$ cat src/cpt_pkg.sv
package cpt_pkg;

	localparam int COORD_W     = 32;
	localparam int DIFF_W      = COORD_W + 1;      // coordinate difference
	localparam int PROD_W      = 2 * DIFF_W;       // one term of a dot product
	localparam int DOT_W       = PROD_W + 2;       // d1..d6
	localparam int VW_W        = 2 * DOT_W + 1;    // va, vb, vc
	localparam int WT_W        = VW_W + 2;         // weights and denominators
	localparam int NUM_W       = DIFF_W + WT_W + 1; // e1*n1 + e2*n2
	localparam int QUO_W       = COORD_W + 2;      // quotient bits kept before saturation
	localparam int REM_W       = NUM_W + 2;        // divider remainder
	localparam int MUL_CHUNK   = 34;
	localparam int MUL_LAT     = 4;
	localparam int QUEUE_DEPTH = 4;

	typedef enum logic [2:0] {
		RGN_VERT_A  = 3'd0,
		RGN_VERT_B  = 3'd1,
		RGN_EDGE_AB = 3'd2,
		RGN_VERT_C  = 3'd3,
		RGN_EDGE_AC = 3'd4,
		RGN_EDGE_BC = 3'd5,
		RGN_INSIDE  = 3'd6
	} region_t;

	typedef struct packed {
		logic signed [COORD_W-1:0] point_x;
		logic signed [COORD_W-1:0] point_y;
		logic signed [COORD_W-1:0] point_z;
		logic signed [COORD_W-1:0] vert_a_x;
		logic signed [COORD_W-1:0] vert_a_y;
		logic signed [COORD_W-1:0] vert_a_z;
		logic signed [COORD_W-1:0] vert_b_x;
		logic signed [COORD_W-1:0] vert_b_y;
		logic signed [COORD_W-1:0] vert_b_z;
		logic signed [COORD_W-1:0] vert_c_x;
		logic signed [COORD_W-1:0] vert_c_y;
		logic signed [COORD_W-1:0] vert_c_z;
	} query_t;

	typedef struct packed {
		logic signed [COORD_W-1:0] near_x;
		logic signed [COORD_W-1:0] near_y;
		logic signed [COORD_W-1:0] near_z;
		logic [2:0]                region;
		logic                      degenerate;
	} result_t;

	typedef logic [2:0][COORD_W-1:0] coord3_t;
	typedef logic [2:0][DIFF_W-1:0]  diff3_t;

	// classified query: near = base + round((e1*n1 + e2*n2) / den)
	typedef struct packed {
		coord3_t                base;
		diff3_t                 e1;
		diff3_t                 e2;
		logic signed [WT_W-1:0] n1;
		logic signed [WT_W-1:0] n2;
		logic signed [WT_W-1:0] den;
		region_t                region;
		logic                   degen;
	} job_t;

endpackage

$ cat src/cpt_queue.sv
// Small FIFO of classified jobs between front and back.
module cpt_queue
	import cpt_pkg::*;
#(
	parameter int DEPTH = QUEUE_DEPTH
) (
	input  logic clk,
	input  logic arst_n,
	input  logic push,
	input  job_t wdata,
	input  logic pop,
	output job_t rdata,
	output logic full,
	output logic avail
);

	localparam int PW = $clog2(DEPTH);
	localparam int CW = $clog2(DEPTH + 1);

	job_t          entry_q [DEPTH];
	logic [PW-1:0] wr_q, rd_q;
	logic [CW-1:0] cnt_q;

	assign full  = (cnt_q == CW'(DEPTH));
	assign avail = (cnt_q != '0);
	assign rdata = entry_q[rd_q];

	always_ff @(posedge clk or negedge arst_n) begin
		if (!arst_n) begin
			wr_q  <= '0;
			rd_q  <= '0;
			cnt_q <= '0;
		end else begin
			if (push) begin
				wr_q <= (wr_q == PW'(DEPTH - 1)) ? '0 : wr_q + 1'b1;
			end
			if (pop) begin
				rd_q <= (rd_q == PW'(DEPTH - 1)) ? '0 : rd_q + 1'b1;
			end
			if (push && !pop) begin
				cnt_q <= cnt_q + 1'b1;
			end else if (pop && !push) begin
				cnt_q <= cnt_q - 1'b1;
			end
		end
	end

	always_ff @(posedge clk) begin
		if (push) begin
			entry_q[wr_q] <= wdata;
		end
	end

endmodule

$ cat config.mk
export PLATFORM = sky130hd
export DESIGN_NAME = cpt_queue
export DESIGN_NICKNAME = d
export VERILOG_FILES = /design/src/cpt_pkg.sv /design/src/cpt_queue.sv
export SDC_FILE = /design/constraint.sdc
export NUM_CORES = 2
export LEC_CHECK = 0
export BUFFER_PORTS_ARGS = -buffer_cell sky130_fd_sc_hd__buf_2
export CAP_MARGIN = 0
export CORE_ASPECT_RATIO = 0.6
export CORE_UTILIZATION = 40
export CTS_BUF_LIST = sky130_fd_sc_hd__clkbuf_16
export DETAILED_ROUTE_END_ITERATION = 10
export MAX_ROUTING_LAYER = met4
export RECOVER_POWER = 25
export SLEW_MARGIN = 20
export SYNTH_ARGS = -nofsm -noshare
export SYNTH_HDL_FRONTEND = slang
export SYNTH_SLANG_ARGS = --single-unit
$ cat constraint.sdc
create_clock -name clk -period 16.6 [get_ports clk]
set_input_delay 1.66 -clock clk [delete_from_list [all_inputs] [get_ports clk]]
set_output_delay 1.66 -clock clk [all_outputs]
set_load 0.05 [all_outputs]
==> key figures <==
Run status
  – Status: finished clean

Global routing
  – First-pass GRT wire length: around 350000 um
  – Largest net degree at the start of global routing: 151
  – Initial antenna violation count: 135
  – Vias in the first global route: around 48000
  – GR Overflow Total: 0
  – Gr usage total: 19.4%

Yosys
  – Number of synthesized register bits: about 2900
  – Most common cell in the netlist: edfxtp_1
  – Post-Syn Area per Cell: 27.4 um^2
  – Post-synth cell types: 20
  – Cell taking the most area after synthesis: edfxtp_1
  – Main area contributors after synthesis: edfxtp_1, mux4_2, buf_2, buf_4, buf_6
  – Register area share after synthesis: a little over four fifths
  – Post-synth ARST share: less than 1%
  – Syn nets: 4498
  – Yosys top cell area share: 83.1%
  – Primary FF master, synth: edfxtp_1
  – Post-synth top cells: edfxtp_1, mux4_2, buf_2
  – Number of synthesized flops with an enable pin: between 2000 and 3000
  – Syn Inst Count: approximately 3800
  – Synth warn: 0
  – Mapped Area: roughly 100000 um^2

Die
  – Rows: approximately 140
  – Die height: 396 um
  – Die area: 260000 um^2
  – IO Pins: between 1000 and 1500
  – Initial Util: a little over 40%
  – Core area: 257000 um^2
  – Die X: about 660 um

Power and ir drop
  – P_leak: ~0.040 uW
  – PwrDens: between 200 and 250 nW/um^2
  – Maximum vdd drop: roughly 0.12 mV

STA
  – Post-Route Skew: between 20 and 30 ps
  – Hold_ws: 477 ps
  – Final Setup Violations: 0
  – Worst-Margin Slew: around 1100 ps
  – Fin crit share: a little under half
  – Achievable frequency: 132 MHz
  – Fin. Hold Viols: 0
  – Slew Viols, Final: 0
  – RSZ-0062 raised after global routing: false
  – Max-Slew Margin vs Limit: between 20 and 25%
  – Final worst path period need: between 7000 and 8000 ps

Clock tree
  – Worst-Skew Late Latency: 800 ps
  – CTS tree: built
  – Setup bufs post-CTS: 0
  – CTS clk-pin slew, worst paths: roughly 60 ps
  – CTS HTree Levels: 5
  – Root Driver: clkbuf_16
  – CTS Buf Count: 272
  – PostCTS Resize Cnt: 0
  – Sink Count: between 2000 and 3000
  – Clock Tree Buf Depth: 4
  – CTS Hold Bufs: 0

Worst setup path
  – R2r setup slk: about 12000 ps
  – Most common cell type on the critical path: buf_4
  – Worst Setup End Kind: primary output
  – Critical Path RT: 14940 ps
  – WS Path Type: reg2out
  – Worst setup SP type: flop
  – Crit path max-delay cell type: dfrtp_4
  – CP Cell Sequence: buf_4 > buf_4 > buf_4 > buf_4 > mux4_2 > buf_2
  – Critical Path AT: between 5000 and 6000 ps
  – Worst-path fanout max: 49
  – Crit path largest cell delay: about 980 ps

Run
  – MaxCap Viol Count: 0

Route
  – Wire per inst: 27.7 um
  – Remaining routing DRC violations: 0
  – Vias: about 48000
  – Post-DR vias/cell: roughly 5.2
  – Post-route ant nets: 0
  – First-pass DRT Iterations: 5
  – Detailed Route WL: about 250000 um
  – DR iter-0 viols: roughly 4500

Hold path
  – Hold crit path type: reg2reg

Place
  – Final HPWL DP: around 160000 um
  – Port bufs: between 1000 and 1500
  – Final GP Congestion: 0.825

Cells and area
  – Finished Core Util: between 40% and 50%
  – Nets: 6105
  – Layout cells sized above 1: a little under two fifths
  – Area delta synth->final: 18.6%
[cell usage in the layout, fill, tap and decap left out, types with 10 or more instances in the layout]
cell type  count
buf_12        14
buf_2        990
buf_4         43
bufinv_16     15
clkbuf_1     445
clkbuf_16    276
clkinv_1      59
clkinv_2      32
diode_2       98
edfxtp_1    2860
inv_1         59
inv_6         10
mux4_2       715
[per-layer routing]
layer	routed length [um]	up-vias	part of all wire, %	track usage, %
met5	0	-	0	-
met4	10700	0	4.2	8.03
met3	19700	515	7.8	5.54
met2	127000	1733	50	31.3
met1	94800	25600	38	23.1
li1	-	19900	-	-
[sequential cells by signal, indices dropped and copies added, names as in the netlist]
name,cells
cnt_q,3
entry_q,2860
rd_q,2
wr_q,2
[path summary, 6_finish.rpt]
| kind | cells past startpoint | endpoint | from |
|---|---|---|---|
| max in group asynchronous | 1 | rd_q[0]$_DFFE_PN0P_ | arst_n |
| min in group asynchronous | 1 | rd_q[1]$_DFFE_PN0P_ | arst_n |
| hold reg to reg | 1 | cnt_q[2]$_DFFE_PN0P_ | cnt_q[2]$_DFFE_PN0P_ |
| setup reg to reg | 5 | entry_q[3][127]$_DFFE_PP_ | wr_q[0]$_DFFE_PN0P_ |
| setup / recovery | 6 | rdata[91] | rd_q[0]$_DFFE_PN0P_ |
| hold / removal | 1 | cnt_q[2]$_DFFE_PN0P_ | cnt_q[2]$_DFFE_PN0P_ |
[through the flow]
stage                     cells  setup TNS [ps]  total power (uW)  area [um^2]  setup WS, ps
after global placement     8535               0             19600       114000          9640
after CTS                  9000               0             25500       123000          8710
after global routing       9082               0             26000       122000          8360
final                      9098               0             25200       122000          9030
after floorplan            3772        -3134540             17700       103000         -2250
after detailed placement   8536               0             19600       115000          9640
[where the power goes]
| group | internal (uW) | switching, uW |
|---|---|---|
| sequential | 9270 | 275 |
| clock | 3270 | 2620 |
| combinational | 2630 | 7130 |
[cell type report]
type	instances	area (um^2)
Inverter	4	15.0
Clock buffer	276	6910
Clock inverter	188	1380
Antenna cell	98	245
Timing Repair Buffer	1493	7260
Sequential cell	2867	86100
Tap cell	3431	4290
Multi-Input combinational cell	741	16300
Fill cell	21000	134000
[logic make-up (layout without fill, tap and decap cells)]
group,Yosys count,count (layout),synth area share (%)
buf+inv,164,1961,0.911
other cells,0,98,0
mux,718,718,15.6
simple gates,11,11,0.0557
fa+ha+maj,7,7,0.0920
xor+xnor,3,3,0.0254
flops,2867,2867,83.3
compound gates,2,2,0.00969
[critical path: cells and delay by family, from the launching register on]
family	cells	cell delay, ps
buffers and inverters	5	3320
DFF	1	980
muxes	1	600
No activity file was read; power rests on OpenSTA's default activity.
